File: config.mk
export PLATFORM = sky130hd
export DESIGN_NAME = remote_pulse_frame_decoder
export DESIGN_NICKNAME = d
export VERILOG_FILES = /design/src/hw/rtl/rpfd_pkg.sv /design/src/hw/rtl/rpfd_in_stage.sv /design/src/hw/rtl/rpfd_core.sv /design/src/hw/rtl/remote_pulse_frame_decoder.sv
export SDC_FILE = /design/constraint.sdc
export NUM_CORES = 1
export LEC_CHECK = 0
export BUFFER_PORTS_ARGS = -buffer_cell sky130_fd_sc_hd__buf_2
export CORE_UTILIZATION = 40
export CTS_CLUSTER_DIAMETER = 60
export CTS_CLUSTER_SIZE = 12
export DETAILED_ROUTE_END_ITERATION = 10
export GPL_TIMING_DRIVEN = 0
export MAX_ROUTING_LAYER = met4
export PLACE_DENSITY_LB_ADDON = 0.15
export SETUP_SLACK_MARGIN = 0.02
export SLEW_MARGIN = 15
export SYNTH_ARGS = -nofsm -noshare
export SYNTH_HDL_FRONTEND = slang
export SYNTH_SLANG_ARGS = --single-unit
File: constraint.sdc
create_clock -name clock -period 16.9 [get_ports clock]
set_clock_uncertainty 0.15 [all_clocks]
set_input_delay 5.07 -clock clock [delete_from_list [all_inputs] [get_ports clock]]
set_output_delay 5.07 -clock clock [all_outputs]
set_load 0.05 [all_outputs]
File: src/hw/rtl/rpfd_pkg.sv
// rpfd_pkg: item types, phase encoding and timing thresholds for the
// remote pulse frame decoder. No dependencies.
package rpfd_pkg;

   localparam int CODE_W = 22;
   localparam int DUR_W  = 16;
   localparam int CNT_W  = 8;

   localparam logic OP_EDGE    = 1'b0;
   localparam logic OP_RESTART = 1'b1;

   typedef enum logic [2:0] {
      PH_GAP0  = 3'd0,
      PH_GAP1  = 3'd1,
      PH_SYNC  = 3'd2,
      PH_SHORT = 3'd3,
      PH_DATA  = 3'd4,
      PH_READY = 3'd5
   } phase_type;

   typedef struct packed {
      logic             opcode;
      logic [DUR_W-1:0] duration_us;
   } req_type;

   typedef struct packed {
      logic              frame_ready;
      logic [CODE_W-1:0] code_first;
      logic [CODE_W-1:0] code_second;
      logic [CODE_W-1:0] code_third;
   } rsp_type;

   // long gap: strictly between 23 ms and 27 ms
   localparam logic [DUR_W:0] LONG_GAP_LO   = 17'd23000;
   localparam logic [DUR_W:0] LONG_GAP_HI   = 17'd27000;
   // sync pair sum accepted in 500..1100 us
   localparam logic [DUR_W:0] SYNC_PAIR_MIN = 17'd500;
   localparam logic [DUR_W:0] SYNC_PAIR_MAX = 17'd1100;
   // last sync edge accepted in 100..700 us
   localparam logic [DUR_W:0] SYNC_TAIL_MIN = 17'd100;
   localparam logic [DUR_W:0] SYNC_TAIL_MAX = 17'd700;
   localparam logic [CNT_W-1:0] SYNC_EDGES  = 8'd23;
   // short gap accepted in 4700..5700 us
   localparam logic [DUR_W:0] SHORT_GAP_MIN = 17'd4700;
   localparam logic [DUR_W:0] SHORT_GAP_MAX = 17'd5700;
   // data pair sum accepted in 200..2200 us
   localparam logic [DUR_W:0] DATA_PAIR_MIN = 17'd200;
   localparam logic [DUR_W:0] DATA_PAIR_MAX = 17'd2200;
   localparam logic [DUR_W-1:0] DATA_LONG_US = 16'd1200;

endpackage

File: src/hw/rtl/rpfd_in_stage.sv
// rpfd_in_stage: input register for edge items with valid/stall handshake.
// Depends on rpfd_pkg for the item type.
module rpfd_in_stage (
   input  logic            clock,
   input  logic            reset,
   input  logic            req_valid,
   output logic            req_stall,
   input  rpfd_pkg::req_type req_payload,
   input  logic            advance,
   output logic            item_valid,
   output rpfd_pkg::req_type item
);
   import rpfd_pkg::*;

   logic    valid_ff, valid_in;
   req_type item_ff;
   logic    accept;

   assign req_stall = valid_ff & ~advance;
   assign accept    = req_valid & ~req_stall;
   assign valid_in  = accept | (valid_ff & ~advance);

   always_ff @(posedge clock) begin
      if (reset) begin
         valid_ff <= 1'b0;
      end else begin
         valid_ff <= valid_in;
      end
   end

   always_ff @(posedge clock) begin
      if (accept) begin
         item_ff <= req_payload;
      end
   end

   assign item_valid = valid_ff;
   assign item       = item_ff;

endmodule

File: src/hw/rtl/rpfd_core.sv
// rpfd_core: decoder state (phase, edge count, previous duration, code words)
// and the single-pass next-state logic. Depends on rpfd_pkg.
module rpfd_core #(
   parameter int BITS_PER_WORD = 22
) (
   input  logic              clock,
   input  logic              reset,
   input  logic              csr_wr_en,
   input  logic              csr_wr_data,
   input  logic              step,
   input  rpfd_pkg::req_type item,
   output rpfd_pkg::rsp_type result
);
   import rpfd_pkg::*;

   localparam int BW    = BITS_PER_WORD;
   localparam int BCNT_W = (BW > 1) ? $clog2(BW) : 1;
   localparam logic [BCNT_W-1:0] LAST_BIT = BCNT_W'(BW - 1);
   localparam logic [CNT_W-1:0] EDGES_PER_FRAME = CNT_W'(6 * BW);

   logic              wait_two_gaps_ff;
   phase_type         phase_ff, phase_in;
   logic [CNT_W-1:0]  cnt_ff, cnt_in;
   logic [DUR_W-1:0]  prev_ff, prev_in;
   logic [BCNT_W-1:0] bit_cnt_ff, bit_cnt_in;
   logic [1:0]        word_sel_ff, word_sel_in;
   logic [BW-1:0]     words_ff [3];
   logic [BW-1:0]     words_in [3];

   phase_type         start_phase;
   logic [DUR_W-1:0]  d;
   logic [DUR_W-1:0]  d_use;
   logic [DUR_W-1:0]  prev_dist;
   logic [CNT_W-1:0]  cnt_inc;
   logic [DUR_W:0]    d_ext;
   logic [DUR_W:0]    pair_sum;
   logic              long_gap;
   logic              data_even;
   logic              bit_val;

   always_ff @(posedge clock) begin
      if (reset) begin
         wait_two_gaps_ff <= 1'b0;
      end else if (csr_wr_en) begin
         wait_two_gaps_ff <= csr_wr_data;
      end
   end

   always_ff @(posedge clock) begin
      if (reset) begin
         phase_ff    <= PH_GAP1;
         cnt_ff      <= '0;
         prev_ff     <= '0;
         bit_cnt_ff  <= '0;
         word_sel_ff <= '0;
         words_ff[0] <= '0;
         words_ff[1] <= '0;
         words_ff[2] <= '0;
      end else if (step) begin
         phase_ff    <= phase_in;
         cnt_ff      <= cnt_in;
         prev_ff     <= prev_in;
         bit_cnt_ff  <= bit_cnt_in;
         word_sel_ff <= word_sel_in;
         words_ff    <= words_in;
      end
   end

   assign start_phase = wait_two_gaps_ff ? PH_GAP0 : PH_GAP1;
   assign d           = item.duration_us;
   assign cnt_inc     = cnt_ff + 1'b1;
   assign data_even   = (phase_ff == PH_DATA) & ~cnt_inc[0];
   assign prev_dist   = (prev_ff >= DATA_LONG_US) ? (prev_ff - DATA_LONG_US)
                                                  : (DATA_LONG_US - prev_ff);
   // a long low (over 1200 us) inside a data pair is replaced by the previous duration's distance from 1200 us
   assign d_use       = (data_even && d > DATA_LONG_US) ? prev_dist : d;
   assign d_ext       = {1'b0, d_use};
   assign pair_sum    = {1'b0, prev_ff} + d_ext;
   assign long_gap    = (d_ext > LONG_GAP_LO) & (d_ext < LONG_GAP_HI);
   assign bit_val     = prev_ff > d_use;

   always_comb begin
      phase_in    = phase_ff;
      cnt_in      = cnt_ff;
      prev_in     = prev_ff;
      bit_cnt_in  = bit_cnt_ff;
      word_sel_in = word_sel_ff;
      words_in    = words_ff;
      if (item.opcode == OP_RESTART) begin
         phase_in = start_phase;
         cnt_in   = '0;
      end else begin
         prev_in = d_use;
         case (phase_ff)
            PH_GAP0: begin
               if (long_gap) begin
                  phase_in = PH_GAP1;
               end
            end
            PH_GAP1: begin
               if (long_gap) begin
                  phase_in = PH_SYNC;
                  cnt_in   = '0;
               end
            end
            PH_SYNC: begin
               cnt_in = cnt_inc;
               if (!cnt_inc[0] && (pair_sum < SYNC_PAIR_MIN || pair_sum > SYNC_PAIR_MAX)) begin
                  phase_in = start_phase;
                  cnt_in   = '0;
               end
               if (cnt_in >= SYNC_EDGES) begin
                  phase_in = (d_ext < SYNC_TAIL_MIN || d_ext > SYNC_TAIL_MAX) ? start_phase
                                                                             : PH_SHORT;
               end
            end
            PH_SHORT: begin
               if (d_ext < SHORT_GAP_MIN || d_ext > SHORT_GAP_MAX) begin
                  phase_in = start_phase;
               end else begin
                  phase_in    = PH_DATA;
                  cnt_in      = '0;
                  bit_cnt_in  = '0;
                  word_sel_in = '0;
               end
            end
            PH_DATA: begin
               cnt_in = cnt_inc;
               if (data_even) begin
                  if (pair_sum < DATA_PAIR_MIN || pair_sum > DATA_PAIR_MAX) begin
                     phase_in = start_phase;
                  end else begin
                     case (word_sel_ff)
                        2'd0: words_in[0] = (words_ff[0] << 1) | BW'(bit_val);
                        2'd1: words_in[1] = (words_ff[1] << 1) | BW'(bit_val);
                        2'd2: words_in[2] = (words_ff[2] << 1) | BW'(bit_val);
                        default: ;
                     endcase
                     if (bit_cnt_ff == LAST_BIT) begin
                        bit_cnt_in  = '0;
                        word_sel_in = word_sel_ff + 1'b1;
                     end else begin
                        bit_cnt_in = bit_cnt_ff + 1'b1;
                     end
                  end
               end
               // the last edge closes the frame even after a bad pair
               if (cnt_inc >= EDGES_PER_FRAME) begin
                  phase_in = PH_READY;
               end
            end
            default: ;
         endcase
      end
   end

   logic [CODE_W-1:0] code_w [3];

   for (genvar i = 0; i < 3; i++) begin : g_code
      if (BW >= CODE_W) begin : g_trunc
         assign code_w[i] = words_in[i][CODE_W-1:0];
      end else begin : g_ext
         assign code_w[i] = {{(CODE_W - BW){1'b0}}, words_in[i]};
      end
   end

   always_comb begin
      result.frame_ready = (phase_in == PH_READY);
      result.code_first  = result.frame_ready ? code_w[0] : '0;
      result.code_second = result.frame_ready ? code_w[1] : '0;
      result.code_third  = result.frame_ready ? code_w[2] : '0;
   end

endmodule

File: src/hw/rtl/remote_pulse_frame_decoder.sv
// remote_pulse_frame_decoder: top level with input stage, decoder core and
// result register. Depends on rpfd_pkg, rpfd_in_stage and rpfd_core.
//
// Decodes an on-off keyed remote frame from edge items (time since previous
// edge, or a restart). Every accepted item yields exactly one result item
// carrying the frame_ready flag and the three code words (zero unless ready).
// An item is taken into the input register, goes through the decoder state
// update when it advances and lands in the result register, so a result is
// presented on the cycle after its item leaves the input register and can be
// taken at the following edge; one item per cycle is sustained while rsp_stall
// is low. The result register lets the next item be taken while a result still
// waits under rsp_stall. csr_wr_data sets wait_two_gaps, which takes effect at
// the next return to the long gap search (a restart or a failed check).
module remote_pulse_frame_decoder #(
   parameter int BITS_PER_WORD = 22
) (
   input  logic              clock,
   input  logic              reset,
   input  logic              req_valid,
   output logic              req_stall,
   input  rpfd_pkg::req_type req_payload,
   output logic              rsp_valid,
   input  logic              rsp_stall,
   output rpfd_pkg::rsp_type rsp_payload,
   input  logic              csr_wr_en,
   input  logic              csr_wr_data
);
   import rpfd_pkg::*;

   logic    item_valid;
   req_type item;
   logic    advance;
   rsp_type result;
   logic    rsp_valid_ff, rsp_valid_in;
   rsp_type rsp_payload_ff;

   assign advance      = item_valid & (~rsp_valid_ff | ~rsp_stall);
   assign rsp_valid_in = advance | (rsp_valid_ff & rsp_stall);

   rpfd_in_stage u_in_stage (
      .clock       (clock),
      .reset       (reset),
      .req_valid   (req_valid),
      .req_stall   (req_stall),
      .req_payload (req_payload),
      .advance     (advance),
      .item_valid  (item_valid),
      .item        (item)
   );

   rpfd_core #(
      .BITS_PER_WORD (BITS_PER_WORD)
   ) u_core (
      .clock       (clock),
      .reset       (reset),
      .csr_wr_en   (csr_wr_en),
      .csr_wr_data (csr_wr_data),
      .step        (advance),
      .item        (item),
      .result      (result)
   );

   always_ff @(posedge clock) begin
      if (reset) begin
         rsp_valid_ff <= 1'b0;
      end else begin
         rsp_valid_ff <= rsp_valid_in;
      end
   end

   always_ff @(posedge clock) begin
      if (advance) begin
         rsp_payload_ff <= result;
      end
   end

   assign rsp_valid   = rsp_valid_ff;
   assign rsp_payload = rsp_payload_ff;

`ifndef ASSERT_OFF
   // a not-ready result never carries code bits
   a_codes_zero: assert property (@(posedge clock) disable iff (reset)
      (rsp_valid && !rsp_payload.frame_ready) |->
         (rsp_payload.code_first == '0 && rsp_payload.code_second == '0 &&
          rsp_payload.code_third == '0))
      else $error("code words nonzero while frame not ready");

   // a restart always produces a not-ready result
   a_restart_clears: assert property (@(posedge clock) disable iff (reset)
      (advance && item.opcode == OP_RESTART) |=> (rsp_valid && !rsp_payload.frame_ready))
      else $error("restart did not clear frame_ready");

   // input side only stalls when a held item cannot move on
   a_stall_cause: assert property (@(posedge clock) disable iff (reset)
      req_stall |-> (item_valid && rsp_valid && rsp_stall))
      else $error("input stalled without a blocked item");
`endif

endmodule
Yosys cells after proc, flatten, opt, wreduce, memory -nomap -nowiden
Index checks and enable logic that the tools add are counted.
- word-level logic and storage cells: 123
- input port bits: 23
- output and inout bits: 69
- register bits after elaboration: 187
- magnitude comparators: 15
- reduce and logical (&&, ||, !) cells: 15
- bitwise gates (word level): 18
- add/subtract/negate cells: 6
- equal/unequal tests: 14
- multiplexer cells: 38
- operators with widths (operator ; number):
    two-way mux 66 bit ; 4
    two-way mux 22 bit ; 3
    bitwise OR 22 x 1 -> 22 bit ; 3
    two-way mux 8 bit ; 6
    two-way mux 16 bit ; 2
    one-hot mux 8 bit (4 select lines) ; 1
    two-way mux 3 bit ; 10
    two-way mux 5 bit ; 4
    adder 16 x 16 -> 17 bit ; 1
    > comparator 17 x 11 -> 1 bit, second input constant ; 1
    > comparator 17 x 12 -> 1 bit, second input constant ; 1
    < comparator 17 x 8 -> 1 bit, second input constant ; 1
    < comparator 17 x 9 -> 1 bit, second input constant ; 1
    >= comparator 16 x 11 -> 1 bit, second input constant ; 1
    > comparator 16 x 10 -> 1 bit, second input constant ; 1
    > comparator 16 x 11 -> 1 bit, second input constant ; 1
    > comparator 16 x 13 -> 1 bit, second input constant ; 1
    > comparator 16 x 15 -> 1 bit, second input constant ; 1
    > comparator 16 bit ; 1
    < comparator 16 x 13 -> 1 bit, second input constant ; 1
    < comparator 16 x 15 -> 1 bit, second input constant ; 1
    < comparator 16 x 7 -> 1 bit, second input constant ; 1
    subtractor 11 x 16 -> 16 bit, first input constant ; 1
    subtractor 16 x 11 -> 16 bit, second input constant ; 1
    other kinds (34) ; 57

Logic depth before layout (Yosys ltp)
- depth in word-level cells: 17
- gate-level depth with buffers: 23
- gate-level depth less buffers: 20

Modules after synthesis
From an unflattened synthesis, not the netlist that was laid out.
- cells, all modules: 1168
- area, all modules: 10882.9 sq um
- by module, submodules not included (module ; area an instance (sq um) ; times used ; sequential area each (sq um) ; cells an instance):
    rpfd_core ; 8274.2 ; 1 ; 2021.9 ; 1076
    remote_pulse_frame_decoder ; 2048.2 ; 1 ; 2031.9 ; 71
    rpfd_in_stage ; 560.5 ; 1 ; 530.5 ; 21

Worst setup path before layout
Ideal clock, no wire load.
- path kind: input -> output
- start: input rsp_stall
- end: output req_stall
- path buffers: 0
- slack: 6140 ps
- stages: 1
- arrival time: 5540 ps
- data required time: 11680 ps
- cell sequence: and3_1
- longest elaborated chain between the ends: 5
- ends and longest elaborated chain (item ; line ; RTL):
    start, declared ; remote_pulse_frame_decoder.sv:23 ; input logic rsp_stall,
    inverter 1 bit ; remote_pulse_frame_decoder.sv:37 ; assign advance = item_valid & (~rsp_valid_ff | ~rsp_stall);
    bitwise OR 1 bit ; remote_pulse_frame_decoder.sv:37 ;
    bitwise AND 1 bit ; remote_pulse_frame_decoder.sv:37 ;
    inverter 1 bit ; rpfd_in_stage.sv:19 ; assign req_stall = valid_ff & ~advance;
    bitwise AND 1 bit ; rpfd_in_stage.sv:19 ;
    end, declared ; remote_pulse_frame_decoder.sv:20 ; output logic req_stall,
No other way between the ends.

Final worst setup path
Same ends and word-level chain as after synthesis.

==> impl_metrics.env <==
export IMPL_num_rows=60
export IMPL_clk_pin_slew_ns=0.08
export IMPL_crit_family="buffers and inverters"
export IMPL_grt_ovfl_total=0
export IMPL_hold_viol_final=0
export IMPL_cts_htree_levels=4
export IMPL_finalCritPeriodShare_pct=64.2
export IMPL_yosys_register_bits=187
export IMPL_min_period_ns=10.85
export IMPL_tightest_slew_ns=0.838
export IMPL_die_h_um=170
export IMPL_clk_latency_ns=0.44
export IMPL_grt_max_degree=43
export IMPL_cts_tree="done"
export IMPL_grt_first_pass_wirelength_um=47100
export IMPL_fmax_mhz=92.1
export IMPL_hold_buffers=0
export IMPL_cp_slowest_cell="buf_2"
export IMPL_holdWs_ns=0.307
export IMPL_synth_avg_cell_area_um2=8.93
export IMPL_max_stage_delay_ns=0.28
export IMPL_cts_sinks=187
export IMPL_cp_max_fo=3
export IMPL_routed_via_density=5.54
export IMPL_design_die_area_um2=28700
export IMPL_rsz0062_at_grt="false"
export IMPL_final_max_slew_violation_count=0
export IMPL_met1_usage_pct=29.1
export IMPL_wl_um=28600
export IMPL_vdd_drop_max_mv=0.0462
export IMPL_ant_nets=0
export IMPL_cp_end_kind="output pin"
export IMPL_synth_cell_types=79
export IMPL_syn2layout_area_growth_pct=14.1
export IMPL_final_core_util_pct=47.0
export IMPL_synth_ff_type="dfxtp_1"
export IMPL_status="finished clean"
export IMPL_start_util_pct=41.2
export IMPL_grt_pass1_vias=9019
export IMPL_finalWeightedCongestion=0.896
export IMPL_post_cts_buffers=0
export IMPL_final_common_cell="nand2_1"
export IMPL_cp_required_ns=11.68
export IMPL_setup_viol=0
export IMPL_drc=0
export IMPL_hpwl_um=21600
export IMPL_async_flop_share_pct=0
export IMPL_power_leakage_nw=4.82
export IMPL_fin_nets=1434
export IMPL_busiest_layer="met2"
export IMPL_slew_headroom_pct=42.7
export IMPL_dp_cells=1721
export IMPL_grt_usage_pct=21.0
export IMPL_first_pass_iters=5
export IMPL_yosys_warnings=0
export IMPL_cp_common_cell="buf_2"
export IMPL_p_per_area_nw_per_um2=82.7
export IMPL_crit_type="input pin to output pin"
export IMPL_io_pins=92
export IMPL_path_buf_inv=2
export IMPL_ys_seq_area_share_pct=40.8
export IMPL_cts_buffer_depth=2
export IMPL_tns_ns=0
export IMPL_die_w_um=170
export IMPL_layout_common_cells="193 x nand2_1, 119 x a21oi_1, 104 x buf_2"
export IMPL_drt_iter0_drc=776
export IMPL_core_area_um2=27300
export IMPL_io_buffers=90
export IMPL_maxCapViolCount=0
export IMPL_instances_no_fill=1753
export IMPL_wire_per_inst_um=16.3
export IMPL_hold_class="flop to flop"
export IMPL_start_kind="input pin"
export IMPL_grt_use_met3_pct=2.26
export IMPL_num_antenna_cells=0
export IMPL_antenna_found_initial=0
export IMPL_cts_resized=0
export IMPL_synth_edf_count=84
export IMPL_vias=9712
export IMPL_crit_chain="buf_2 -> and3_1 -> buf_2"
export IMPL_syn_num_nets=1323
export IMPL_netlist_area_um2=11200
export IMPL_cp_data_arrival_time_ns=5.63
export IMPL_root_buffer="clkbuf_16"
export IMPL_drive_gt1_share_pct=14.2
export IMPL_cts_made_buffers=17
export IMPL_gr_usage_met2_pct=32.0
export IMPL_syn_inst=1257
## stage by stage
step	power [mW]	setup slack, ns	instance area, um^2
3_3_place_gp	0.659	6.06	12100
3_5_place_dp	0.659	6.05	12200
5_1_grt	1.10	6.02	12800
4_1_cts	1.07	6.04	12800
2_1_floorplan	0.620	6.14	11200
6_report	1.06	6.05	12800
## worst paths after layout
check                       from             endpoint  slack (ns)  cells past startpoint
max                    rsp_stall            req_stall        6.05                      3
min          u_core.words_ff[21]  u_core.words_ff[21]        0.31                      2
max reg2reg   u_core.phase_ff[1]      rsp_payload[40]        9.34                     22
min reg2reg  u_core.words_ff[21]  u_core.words_ff[21]        0.31                      2
## cells by family (layout without fill, tap and decap cells)
family / count (synthesis) / after routing / synth area share [%]
compound gates: 304 / 304 / 18.0
buf+inv: 136 / 260 / 4.97
xor+xnor: 11 / 11 / 0.858
mux: 80 / 80 / 7.13
fa+ha+maj: 43 / 43 / 4.86
flops: 187 / 187 / 40.8
simple gates: 496 / 496 / 23.4
## state kept, by name (all words and copies together), names as in the netlist, 2 cells and up
signal	count
rsp_payload	67
u_core.bit_cnt_ff	5
u_core.cnt_ff	8
u_core.phase_ff	3
u_core.prev_ff	16
u_core.word_sel_ff	2
u_core.words_ff	66
u_in_stage.item	17
## power breakdown
group / internal (mW) / switching (mW) / leakage [nW]
sequential: 0.484 / 0.00708 / 1.59
combinational: 0.0461 / 0.113 / 2.94
clock: 0.202 / 0.207 / 0.296
## layer usage
metal | share of wire [%] | up-vias
li1 | - | 4884
met1 | 50 | 4572
met2 | 44 | 217
met3 | 3.4 | 39
met4 | 2.1 | 0
met5 | 0 | -
## synthesized netlist by cell type (7+ instances only)
master | number | share of area [%]
nand2_1 | 193 | 6.5
a21oi_1 | 119 | 5.3
dfxtp_1 | 103 | 18
edfxtp_1 | 84 | 22
mux2i_1 | 80 | 7.1
nor2_1 | 77 | 2.6
clkbuf_1 | 76 | 2.5
nor4_1 | 48 | 2.7
ha_1 | 42 | 4.7
inv_1 | 40 | 1.3
o21ai_0 | 33 | 1.5
nor3_1 | 32 | 1.4
nand3_1 | 31 | 1.4
nor4_2 | 31 | 3.5
a211oi_1 | 19 | 1.3
buf_2 | 14 | 0.62
a21o_1 | 12 | 0.80
a211o_1 | 11 | 0.86
nand4_1 | 11 | 0.61
o211ai_1 | 10 | 0.67
or3_1 | 10 | 0.56
and3_1 | 9 | 0.50
o21bai_1 | 8 | 0.54
o31a_1 | 8 | 0.62
and2_1 | 7 | 0.39
nand2b_1 | 7 | 0.39
o21a_1 | 7 | 0.47
o31ai_1 | 7 | 0.47
xnor2_1 | 7 | 0.55
## worst register-to-register path: cells and delay by family, from the launching register on
kind            cells  cell delay, ns
buf+inv             8            2.28
simple gates        7            1.89
compound gates      4            1.61
mux                 2            0.75
flops               1            0.30
fa+ha+maj           1            0.30
## cell type report
class,count,area (um^2)
Clock inverter,15,205
Sequential cell,187,4580
Inverter,41,154
Multi-Input combinational cell,934,6090
Clock buffer,17,425
Buffer,95,408
Timing Repair Buffer,92,478
Fill cell,2667,14400
Tap cell,372,465
Note: power is estimated with default switching activity, not from simulation.
